$ cat src/rtl/assert_macros.svh
// assertion helpers used by ebp_datapath
// no dependencies; every macro checks on the rising clock edge with reset masking
`ifndef ASSERT_MACROS_SVH
`define ASSERT_MACROS_SVH

// property that must hold at every edge
`define ASSERT_ALWAYS(label, clk, rst, prop, msg) \
   label: assert property (@(posedge clk) disable iff (rst) (prop)) else $error(msg);

// when the antecedent holds, the consequent holds in the same cycle
`define ASSERT_IMPLY(label, clk, rst, ante, cons, msg) \
   label: assert property (@(posedge clk) disable iff (rst) (ante) |-> (cons)) else $error(msg);

`endif

$ cat src/rtl/ebp_pkg.sv
// shared constants, codes and control structs for the entropy bit pool
// no dependencies
`default_nettype none

package ebp_pkg;

   localparam int POOL_BITS_DEF = 1024;
   localparam int PICK_BITS     = 14;
   localparam int MAX_REQ       = 32;
   localparam int DIV_STEPS     = 32;
   localparam int REQ_W         = 72;

   localparam logic [1:0] MODE_PUSH = 2'd0;
   localparam logic [1:0] MODE_POP  = 2'd1;
   localparam logic [1:0] MODE_PICK = 2'd2;

   typedef struct packed {
      logic load;
      logic push_step;
      logic pop_issue;
      logic div_load;
      logic div_from_pool;
      logic div_step;
      logic out_load;
   } cmd_type;

   typedef struct packed {
      logic [1:0] mode;
      logic       push_more;
      logic       pop_more;
      logic       pop_pending;
      logic       pick_ok;
      logic       wc_zero;
      logic       div_done;
      logic       slot_free;
   } stat_type;

endpackage

`default_nettype wire

$ cat src/rtl/ebp_ctrl.sv
// controller state machine for the entropy bit pool
// depends on ebp_pkg; drives the datapath through cmd_type, watches stat_type
`default_nettype none

module ebp_ctrl (
   input  wire logic              clock,
   input  wire logic              reset,
   input  wire logic              req_tvalid,
   output logic                   req_tready,
   input  wire ebp_pkg::stat_type stat,
   output ebp_pkg::cmd_type       cmd
);
   import ebp_pkg::*;

   localparam logic [2:0] S_IDLE     = 3'd0;
   localparam logic [2:0] S_DISPATCH = 3'd1;
   localparam logic [2:0] S_PUSH     = 3'd2;
   localparam logic [2:0] S_POP      = 3'd3;
   localparam logic [2:0] S_DIV      = 3'd4;
   localparam logic [2:0] S_FIN      = 3'd5;

   logic [2:0] state_ff;
   logic [2:0] state_in;

   always_comb begin
      state_in   = state_ff;
      cmd        = '0;
      req_tready = 1'b0;
      case (state_ff)
         S_IDLE: begin
            req_tready = 1'b1;
            if (req_tvalid) begin
               cmd.load = 1'b1;
               state_in = S_DISPATCH;
            end
         end
         S_DISPATCH: begin
            case (stat.mode)
               MODE_PUSH: state_in = S_PUSH;
               MODE_POP:  state_in = S_POP;
               MODE_PICK: begin
                  if (stat.wc_zero) begin
                     state_in = S_FIN;
                  end else if (stat.pick_ok) begin
                     state_in = S_POP;
                  end else begin
                     // too few pooled bits: reduce the fallback word instead
                     cmd.div_load = 1'b1;
                     state_in     = S_DIV;
                  end
               end
               default: state_in = S_FIN;
            endcase
         end
         S_PUSH: begin
            if (stat.push_more) begin
               cmd.push_step = 1'b1;
            end else begin
               state_in = S_FIN;
            end
         end
         S_POP: begin
            if (stat.pop_more) begin
               cmd.pop_issue = 1'b1;
            end else if (!stat.pop_pending) begin
               // last read bit has landed
               if (stat.mode == MODE_PICK) begin
                  cmd.div_load      = 1'b1;
                  cmd.div_from_pool = 1'b1;
                  state_in          = S_DIV;
               end else begin
                  state_in = S_FIN;
               end
            end
         end
         S_DIV: begin
            if (stat.div_done) begin
               state_in = S_FIN;
            end else begin
               cmd.div_step = 1'b1;
            end
         end
         S_FIN: begin
            if (stat.slot_free) begin
               cmd.out_load = 1'b1;
               state_in     = S_IDLE;
            end
         end
         default: state_in = S_IDLE;
      endcase
   end

   always_ff @(posedge clock) begin
      if (reset) begin
         state_ff <= S_IDLE;
      end else begin
         state_ff <= state_in;
      end
   end

endmodule

`default_nettype wire

$ cat src/rtl/ebp_datapath.sv
// datapath of the entropy bit pool: bit memory, pointers, capture, divider, output register
// depends on ebp_pkg and assert_macros.svh; commanded by ebp_ctrl
`default_nettype none

module ebp_datapath #(
   parameter  int POOL_BITS = ebp_pkg::POOL_BITS_DEF,
   localparam int LVL_W     = $clog2(POOL_BITS + 1),
   localparam int RSP_W     = ((55 + LVL_W + 7) / 8) * 8
) (
   input  wire logic                      clock,
   input  wire logic                      reset,
   input  wire ebp_pkg::cmd_type          cmd,
   output ebp_pkg::stat_type              stat,
   input  wire logic [1:0]                req_tuser,
   input  wire logic [ebp_pkg::REQ_W-1:0] req_tdata,
   input  wire logic                      csr_we,
   input  wire logic [15:0]               csr_wdata,
   input  wire logic                      rsp_tready,
   output logic                           rsp_tvalid,
   output logic [RSP_W-1:0]               rsp_tdata
);
   import ebp_pkg::*;

   localparam int PTR_W = $clog2(POOL_BITS);
   localparam int PAD_W = RSP_W - 55 - LVL_W;

   logic pool_mem [POOL_BITS];
   logic rd_ff;

   logic [1:0]       mode_ff, mode_in;
   logic [5:0]       req_ff, req_in;
   logic [31:0]      val_ff, val_in;
   logic [31:0]      fb_ff, fb_in;
   logic [PTR_W-1:0] rp_ff, rp_in;
   logic [PTR_W-1:0] wp_ff, wp_in;
   logic [LVL_W-1:0] fill_ff, fill_in;
   logic [5:0]       cnt_ff, cnt_in;
   logic [5:0]       cap_ff, cap_in;
   logic             pend_ff, pend_in;
   logic [31:0]      rbits_ff, rbits_in;
   logic [15:0]      rem_ff, rem_in;
   logic [31:0]      dsrc_ff, dsrc_in;
   logic [5:0]       dcnt_ff, dcnt_in;
   logic             valid_ff, valid_in;
   logic [15:0]      wc_ff, wc_in;
   logic             rsp_valid_ff, rsp_valid_in;
   logic [RSP_W-1:0] rsp_data_ff, rsp_data_in;
   logic [16:0]      trial;
   logic [5:0]       req_raw;

   function automatic logic [PTR_W-1:0] ptr_inc(input logic [PTR_W-1:0] p);
      ptr_inc = (p == PTR_W'(POOL_BITS - 1)) ? '0 : p + 1'b1;
   endfunction

   assign req_raw = req_tdata[5:0];
   assign trial   = {rem_ff, dsrc_ff[31]};

   always_comb begin
      mode_in      = mode_ff;
      req_in       = req_ff;
      val_in       = val_ff;
      fb_in        = fb_ff;
      rp_in        = rp_ff;
      wp_in        = wp_ff;
      fill_in      = fill_ff;
      cnt_in       = cnt_ff;
      cap_in       = cap_ff;
      pend_in      = cmd.pop_issue;
      rbits_in     = rbits_ff;
      rem_in       = rem_ff;
      dsrc_in      = dsrc_ff;
      dcnt_in      = dcnt_ff;
      valid_in     = valid_ff;
      wc_in        = wc_ff;
      rsp_valid_in = rsp_valid_ff;
      rsp_data_in  = rsp_data_ff;

      if (cmd.load) begin
         mode_in = req_tuser;
         if (req_tuser == MODE_PICK) begin
            req_in = 6'(PICK_BITS);
         end else begin
            req_in = (req_raw > 6'(MAX_REQ)) ? 6'(MAX_REQ) : req_raw;
         end
         val_in   = req_tdata[37:6];
         fb_in    = req_tdata[69:38];
         cnt_in   = '0;
         cap_in   = '0;
         rbits_in = '0;
         rem_in   = '0;
         valid_in = 1'b0;
      end

      if (cmd.push_step) begin
         val_in  = val_ff >> 1;
         wp_in   = ptr_inc(wp_ff);
         fill_in = fill_ff + 1'b1;
         cnt_in  = cnt_ff + 1'b1;
      end

      if (cmd.pop_issue) begin
         rp_in   = ptr_inc(rp_ff);
         fill_in = fill_ff - 1'b1;
         cnt_in  = cnt_ff + 1'b1;
      end

      // memory read data arrives in the cycle after its address is issued
      if (pend_ff) begin
         rbits_in[cap_ff[4:0]] = rd_ff;
         cap_in                = cap_ff + 1'b1;
      end

      if (cmd.div_load) begin
         dsrc_in  = cmd.div_from_pool ? rbits_ff : fb_ff;
         rem_in   = '0;
         dcnt_in  = '0;
         valid_in = 1'b1;
      end

      // restoring division, one quotient bit per cycle; only the remainder is kept
      if (cmd.div_step) begin
         if (trial >= {1'b0, wc_ff}) begin
            rem_in = 16'(trial - {1'b0, wc_ff});
         end else begin
            rem_in = trial[15:0];
         end
         dsrc_in = dsrc_ff << 1;
         dcnt_in = dcnt_ff + 1'b1;
      end

      if (csr_we) begin
         wc_in = csr_wdata;
      end

      if (cmd.out_load) begin
         rsp_valid_in = 1'b1;
         rsp_data_in  = {{PAD_W{1'b0}}, fill_ff, valid_ff, rem_ff, cnt_ff, rbits_ff};
      end else if (rsp_tready) begin
         rsp_valid_in = 1'b0;
      end
   end

   always_ff @(posedge clock) begin
      if (cmd.push_step) begin
         pool_mem[wp_ff] <= val_ff[0];
      end
   end

   always_ff @(posedge clock) begin
      rd_ff <= pool_mem[rp_ff];
   end

   always_ff @(posedge clock) begin
      if (reset) begin
         rp_ff        <= '0;
         wp_ff        <= '0;
         fill_ff      <= '0;
         pend_ff      <= 1'b0;
         wc_ff        <= '0;
         rsp_valid_ff <= 1'b0;
      end else begin
         rp_ff        <= rp_in;
         wp_ff        <= wp_in;
         fill_ff      <= fill_in;
         pend_ff      <= pend_in;
         wc_ff        <= wc_in;
         rsp_valid_ff <= rsp_valid_in;
      end
   end

   always_ff @(posedge clock) begin
      mode_ff     <= mode_in;
      req_ff      <= req_in;
      val_ff      <= val_in;
      fb_ff       <= fb_in;
      cnt_ff      <= cnt_in;
      cap_ff      <= cap_in;
      rbits_ff    <= rbits_in;
      rem_ff      <= rem_in;
      dsrc_ff     <= dsrc_in;
      dcnt_ff     <= dcnt_in;
      valid_ff    <= valid_in;
      rsp_data_ff <= rsp_data_in;
   end

   always_comb begin
      stat.mode        = mode_ff;
      stat.push_more   = (cnt_ff < req_ff) && (fill_ff != LVL_W'(POOL_BITS));
      stat.pop_more    = (cnt_ff < req_ff) && (fill_ff != '0);
      stat.pop_pending = pend_ff;
      stat.pick_ok     = fill_ff >= LVL_W'(PICK_BITS);
      stat.wc_zero     = (wc_ff == '0);
      stat.div_done    = (dcnt_ff == 6'(DIV_STEPS));
      stat.slot_free   = !rsp_valid_ff || rsp_tready;
   end

   assign rsp_tvalid = rsp_valid_ff;
   assign rsp_tdata  = rsp_data_ff;

`include "assert_macros.svh"

   `ASSERT_ALWAYS(a_fill_bound, clock, reset, fill_ff <= LVL_W'(POOL_BITS), "pool over-filled")
   `ASSERT_IMPLY(a_empty_ptrs, clock, reset, fill_ff == '0, rp_ff == wp_ff, "empty pool ptr skew")
   `ASSERT_IMPLY(a_pop_nonempty, clock, reset, cmd.pop_issue, fill_ff != '0, "pop from empty pool")

endmodule

`default_nettype wire

$ cat src/rtl/entropy_bit_pool_index_picker.sv
// Channel  | Dir | Fields (lsb up)
// req      | in  | tuser: mode[1:0]; tdata: bit_request[5:0], push_value[37:6],
//          |     |        fallback_random[69:38]
// rsp      | out | tdata: read_bits[31:0], bits_moved[37:32], word_index[53:38],
//          |     |        index_valid[54], pool_level[55 +: LVL_W]
// csr      | in  | csr_we / csr_wdata: list size (pick modulus), written without wait
//
// one request at a time; one write and one registered read port on the bit memory: a push
// writes its bits one by one and a pop reads them one by one through the registered port;
// pick reads 14 bits from the pool when enough are pooled, else uses the fallback word,
// each with a 32-step restoring remainder loop against the list size; zero size skips both
// synchronous active-high reset clears pointers, level and list size, not the bit memory
// a result waits in the output register while the next request is taken
`default_nettype none

module entropy_bit_pool_index_picker #(
   parameter  int POOL_BITS = ebp_pkg::POOL_BITS_DEF,
   localparam int LVL_W     = $clog2(POOL_BITS + 1),
   localparam int RSP_W     = ((55 + LVL_W + 7) / 8) * 8
) (
   input  wire logic                      clock,
   input  wire logic                      reset,
   input  wire logic                      req_tvalid,
   output logic                           req_tready,
   input  wire logic [1:0]                req_tuser,  // mode
   input  wire logic [ebp_pkg::REQ_W-1:0] req_tdata,  // bit_request, push_value, fallback_random
   output logic                           rsp_tvalid,
   input  wire logic                      rsp_tready,
   // read_bits, bits_moved, word_index, index_valid, pool_level, zero pad
   output logic [RSP_W-1:0]               rsp_tdata,
   input  wire logic                      csr_we,
   input  wire logic [15:0]               csr_wdata
);
   import ebp_pkg::*;

   cmd_type  cmd;
   stat_type stat;

   ebp_ctrl u_ctrl (
      .clock      (clock),
      .reset      (reset),
      .req_tvalid (req_tvalid),
      .req_tready (req_tready),
      .stat       (stat),
      .cmd        (cmd)
   );

   ebp_datapath #(
      .POOL_BITS (POOL_BITS)
   ) u_datapath (
      .clock      (clock),
      .reset      (reset),
      .cmd        (cmd),
      .stat       (stat),
      .req_tuser  (req_tuser),
      .req_tdata  (req_tdata),
      .csr_we     (csr_we),
      .csr_wdata  (csr_wdata),
      .rsp_tready (rsp_tready),
      .rsp_tvalid (rsp_tvalid),
      .rsp_tdata  (rsp_tdata)
   );

endmodule

`default_nettype wire
$ cat config.mk
export PLATFORM = sky130hd
export DESIGN_NAME = entropy_bit_pool_index_picker
export DESIGN_NICKNAME = d
export VERILOG_FILES = /design/src/rtl/ebp_pkg.sv /design/src/rtl/ebp_ctrl.sv /design/src/rtl/ebp_datapath.sv /design/src/rtl/entropy_bit_pool_index_picker.sv
export VERILOG_INCLUDE_DIRS = /design/src /design/src/rtl
export SDC_FILE = /design/constraint.sdc
export NUM_CORES = 2
export LEC_CHECK = 0
export BUFFER_PORTS_ARGS = -buffer_cell sky130_fd_sc_hd__buf_2
export CORE_MARGIN = 4
export CORE_UTILIZATION = 40
export CTS_BUF_LIST = sky130_fd_sc_hd__clkbuf_4
export CTS_CLUSTER_DIAMETER = 50
export DETAILED_ROUTE_END_ITERATION = 8
export PLACE_DENSITY_LB_ADDON = 0.12
export RECOVER_POWER = 100
export SLEW_MARGIN = 0
export SYNTH_ARGS = -nofsm -noshare
export SYNTH_HDL_FRONTEND = slang
export SYNTH_SLANG_ARGS = --single-unit
$ cat constraint.sdc
create_clock -name clock -period 39.9 [get_ports clock]
set_input_delay 1.995 -clock clock [delete_from_list [all_inputs] [get_ports clock]]
set_output_delay 1.995 -clock clock [all_outputs]
set_load 0.01 [all_outputs]
# ---- Yosys cells after proc, flatten, opt, wreduce, memory -nomap -nowiden
# Memory sizes are Yosys's and may differ from the RTL's. A register that Yosys moved wholly into a read port is not among the register bits.
# Index checks and enable logic that the tools add are counted.
dict set report op_classes {
  add_sub_neg 8
  magnitude_cmp 6
  eq_ne 18
  mux 59
  n_reduce_logical 18
}
# op count
set op_table {}
lappend op_table {{32-bit 2-to-1 mux} 5}
lappend op_table {{16-bit 2-to-1 mux} 4}
lappend op_table {{31-bit 2-to-1 mux} 2}
lappend op_table {{6-bit 2-to-1 mux} 7}
lappend op_table {{32-bit bitwise mux} 1}
lappend op_table {{3-bit 2-to-1 mux} 8}
lappend op_table {{11-bit 2-to-1 mux} 2}
lappend op_table {{1-bit 2-to-1 mux} 21}
lappend op_table {{10-bit by 1-bit adder with 10-bit output, second input constant} 2}
lappend op_table {{10-bit equality test, second input constant} 2}
lappend op_table {{10-bit 2-to-1 mux} 2}
lappend op_table {{6-bit by 1-bit adder with 6-bit output, second input constant} 3}
lappend op_table {{3-bit one-hot mux with 6 select lines} 1}
lappend op_table {{17-bit by 16-bit greater-or-equal comparator with 1-bit output} 1}
lappend op_table {{16-bit zero test} 1}
lappend op_table {{16-bit subtractor} 1}
lappend op_table {{2-bit inequality test, second input constant} 6}
lappend op_table {{11-bit by 1-bit adder with 11-bit output, second input constant} 1}
lappend op_table {{11-bit by 4-bit greater-or-equal comparator with 1-bit output, second input constant} 1}
lappend op_table {{11-bit inequality test, second input constant} 1}
lappend op_table {{11-bit nonzero test} 1}
lappend op_table {{11-bit by 1-bit subtractor with 11-bit output, second input constant} 1}
lappend op_table {{2-bit nonzero test} 5}
lappend op_table {{3-bit one-hot mux with 3 select lines} 1}
lappend op_table {{other kinds (21)} 29}
dict set report totals {
  reg_bits 289
  ram_bits 1024
  out_inout_bits 74
  elab_cells 132
  n_memories 1
}
# name words width read_ports rd_clocked_by_memory_dff wr line
set memory_table {}
lappend memory_table {u_datapath.pool_mem 1024 1 1 1 1 ebp_datapath.sv:27} ;# logic pool_mem [POOL_BITS];

# ---- Depth between registers and ports, before layout
dict set report logic_depth {
  depth_word 8
  mapped_depth 18
  ltp_nobuf 17
}

# ---- Hierarchy
# From an unflattened synthesis, not the netlist that was laid out.
dict set report hier_totals {
  cells_unflattened 4211
  area_unflattened_um2 57068.5
}
# mod n_inst cells_per_inst area_per_inst_um2 seq_area_each_um2
set modules_own_cells {}
lappend modules_own_cells {ebp_datapath 1 4164 56759.4 38486.9}
lappend modules_own_cells {ebp_ctrl 1 47 309.0 60.1}

# ---- Worst setup path after synthesis
# OpenSTA, ideal clock, no wires.
dict set report synth_timing {
  kind {register to register}
  from {register u_datapath.val_ff[0]}
  to {memory u_datapath.pool_mem[0] (data pin)}
  setup_time_ns 2.671
  arrival_ns 12.017
  t_required_ns 37.229
  setup_slack_ns 25.212
  path_stages_with_launch 1
  synth_period_minus_slack_ns 14.688
  cell_sequence {edfxtp_1}
}
# item line
set synth_rtl {}
lappend synth_rtl {{from (decl)} ebp_datapath.sv:32} ;# logic [31:0] val_ff, val_in;
lappend synth_rtl {{from (signal assigned)} ebp_datapath.sv:174} ;# val_ff <= val_in;
lappend synth_rtl {{to (decl)} ebp_datapath.sv:27}
# Straight into the memory's write port.

# ---- Final worst setup path
dict set report layout_timing {
  from {register u_datapath.val_ff[0]}
  to {memory u_datapath.pool_mem[962] (data pin)}
}
# Straight into the memory's write port.

==> results.py <==
metrics = {
    "routing": {
        "drt.antenna.violating_nets": 0,
        "drt-total-wl_um": 164000,
        "via_per_inst": 5.46,
        "firstDrtPassIters": 5,
        "vias": 35700,
        "drc": 0,
        "routedWlPerCell_um": 25.0,
        "first_iter_violations": 3419,
    },
    "clock_network": {
        "cts_tree": "built",
        "holdBufCountCts": 0,
        "cts_made_buffers": 375,
        "clock_latency_ps": 1350,
        "cts-resized-gates": 0,
        "clkTransAtPathRegs_ps": 70,
        "cts.path.max_buffers": 4,
        "clock_sinks": 1313,
        "clk_root_buffer_cell": "clkbuf_4",
        "h-tree-depth": 5,
        "cts_setup_buffers": 0,
    },
    "sta": {
        "slew_headroom_pct": -521,
        "rsz0062_at_grt": "no",
        "whs_ps": 436,
        "fin_crit_ps": 14770,
        "tightestPinTransition_ps": 9310,
        "fin_setup_tns_ps": 0,
        "finalClockSkew_ps": 100,
        "maxSlewViolCount": 2153,
        "finalCritPeriodShare_pct": 37.0,
        "fmax_ghz": 0.0677,
        "setup_violations": 0,
        "timing_hold_violations_final": 0,
    },
    "global_route": {
        "antenna_found_initial": 4,
        "grt_pass1_wl_um": 239000,
        "grt_start_max_net_pins": 248,
        "track_usage_pct": 21.4,
        "grt_pass1_vias": 36000,
        "grt_overflow": 0,
    },
    "die": {
        "die_area_um2": 150000,
        "die_w_um": 387,
        "die-height_um": 387,
        "initial_core_util_pct": 40.4,
        "fp-row-count": 138,
        "pin_count": 169,
        "core_area_um2": 142000,
    },
    "place": {
        "place_congestion": 0.789,
        "hpwlAfterDp_um": 88900,
        "place_area_um2": 59500,
        "portBuffers": 160,
    },
    "logic_synthesis": {
        "synth_top_area_cell": "edfxtp_1",
        "yosys-top-cells-area": "edfxtp_1 64%, nor2_1 7.5%, mux4_2 6.6%",
        "ys_async_sr_fraction_pct": 0,
        "yosysSeqAreaShare_pct": 67.0,
        "synthCells": 4087,
        "synth_edf_count": 1225,
        "synth.avg_cell_area_um2": 14.1,
        "ys_seq_elements": 1313,
        "synth.distinct_cells": 80,
        "ys_dominant_reg_cell": "edfxtp_1",
        "synth_top_area_share_pct": 63.9,
        "yosysWarnings": 0,
        "syn_area_um2": 57500,
    },
    "worst_setup_path": {
        "end_kind": "flop",
        "path_class": "reg -> reg",
        "cp_data_required_time_ps": 39720,
        "cp.arrival_ps": 14600,
        "critPathLaunchType": "flop",
        "crit_fanout": 243,
    },
    "cells_and_area": {
        "fin_nets": 4498,
        "drive_above_1_share_pct": 20.5,
        "fillers": 13300,
        "area_growth_pct": 11.0,
        "fin_util_pct": 44.9,
        "design_area_um2": 63900,
    },
    "power": {
        "p_clk_share_pct": 37.6,
        "seqPwrFrac_pct": 52.6,
        "p_switching_uw": 845,
        "p_leak_nw": 20.0,
        "ir_worst_vdd_uv": 43.4,
        "cellPowerDensity_nw_per_um2": 52.2,
        "swShare_pct": 25.3,
        "p_int_mw": 2.49,
        "total_power_mw": 3.34,
        "pwr-share-comb_pct": 9.7,
    },
    "min_path": {
        "hold_path.class": "reg -> reg",
    },
    "flow_run": {
        "max-cap-violations": 55,
    },
    "status": {
        "failed_checks": "max-capacitance violations, max-slew violations",
        "status": "finished, violations left",
    },
}
cell families after synthesis:
| family | after synthesis | synth area share [%] |
|---|---|---|
| other | 1 | 0.00652 |
| AOI/OAI and AO/OA | 336 | 4.11 |
| muxes | 376 | 12.1 |
| DFF | 1313 | 67.0 |
| and+or+nand+nor | 1535 | 10.9 |
| xor gates and xnor gates | 46 | 0.700 |
| buffers and inverters | 436 | 4.19 |
| adders and majority gates | 44 | 0.983 |
critical path, stage by stage, from the launching register on:
cell,delay [ps]
edfxtp_1,320
clkbuf_1,6260
clkbuf_1,6480
cells in the mapped netlist, types with 6 or more instances:
cell	n
or3_1	10
nor2_1	1148
a22oi_1	40
mux2i_1	107
nor4_1	8
xnor2_1	31
buf_12	10
clkbuf_8	20
mux4_1	66
nand3b_1	6
xor2_1	15
buf_4	17
a222oi_1	32
buf_8	9
mux4_2	168
buf_2	127
inv_1	78
and3_1	10
nand3_1	68
dfxtp_1	88
o22ai_1	17
mux2_2	35
o21a_1	6
nor3_1	27
clkbuf_1	156
o21ai_0	64
a221oi_1	12
nand2_1	168
and2_1	13
a21o_1	15
ha_1	42
edfxtp_1	1225
a31oi_1	11
nor3b_1	7
nand4_1	14
nand2b_1	12
a211oi_1	27
buf_6	10
a21oi_1	51
nor2b_1	22
o211ai_1	7
o221ai_1	6
layout make-up:
type,instances,area (µm²),share of cell area (%)
multi-input cells,2343,16700,26.1
flip-flops and latches,1313,38600,60.4
diodes,12,30.0,0.0470
clock inverters,76,399,0.625
clock buffers,581,4360,6.83
well taps,1890,2360,3.70
inverters,82,308,0.482
repair buffers,244,1190,1.87
sequential cells by signal (all words and copies together) (netlist names), 10 cells and up:
signal                flops
u_datapath.dsrc_ff       32
u_datapath.val_ff        32
u_datapath.rbits_ff      32
u_datapath.wc_ff         16
u_datapath.pool_mem    1024
u_datapath.rsp_tdata     66
u_datapath.fill_ff       11
u_datapath.rp_ff         10
u_datapath.wp_ff         10
u_datapath.fb_ff         32
u_datapath.rem_ff        16
per-stage QoR:
stage | instances | worst slack [ps]
after detailed placement | 5872 | 34870
after CTS | 6529 | 34860
after floorplan | 4092 | 25210
after global placement | 5872 | 34890
final | 6541 | 25130
after global routing | 6539 | 23550
metal layers:
layer  vias up  wire (µm)  global-route usage [%]  share of wire, %
met5         -          0                       0                 0
met4         0       4220                    7.35               2.6
met3       310       9530                    3.68               5.8
met2      1211      78700                    35.0                48
met1     18300      71200                    29.1                44
li1      15900          -                       -                 -
power groups by stage:
| stage | Clock [mW] | Combinational (mW) | Sequential [mW] |
|---|---|---|---|
| floorplan | 0 | 0.175 | 1.89 |
| global placement | 0 | 0.334 | 1.75 |
| detailed placement | 0 | 0.336 | 1.75 |
| CTS | 1.30 | 0.338 | 1.72 |
| global route | 1.37 | 0.363 | 1.77 |
| finish | 1.26 | 0.324 | 1.76 |
worst paths after layout:
path	startpoint	end	slack (ps)	depth (start not counted)
worst max-delay path	u_datapath.val_ff[0]	u_datapath.pool_mem[962]	25130	2
worst min-delay path	u_datapath.valid_ff	u_datapath.rsp_tdata[54]	440	0
worst max register to register	u_datapath.val_ff[0]	u_datapath.pool_mem[962]	25130	2
worst min register to register	u_datapath.valid_ff	u_datapath.rsp_tdata[54]	440	0
layout by cell type (no fill, tap or decap), drive strengths merged, types with 7 or more instances in the layout:
cell type  synthesis  routed
nand2            168     168
a31oi             11      11
o22ai             17      17
xnor2             31      31
and2              15      15
and3              10      10
nand2b            12      12
edfxtp          1225    1225
o21ai             67      67
a222oi            32      32
ha                42      42
mux4             234     234
xor2              15      15
a221oi            14      14
nor2b             22      22
a22oi             40      40
diode              0      12
nand3             68      68
a211oi            28      28
nor4               9       9
nor3b              7       7
or3               10      10
nand4             14      14
mux2i            107     107
inv               78      84
mux2              35      35
buf              175     119
o211ai             7       7
a21o              15      15
dfxtp             88      88
clkinv             4      70
a21oi             52      52
clkbuf           178     706
nor3              27      27
nor2            1148    1148
(Power assumes the default switching activity.)
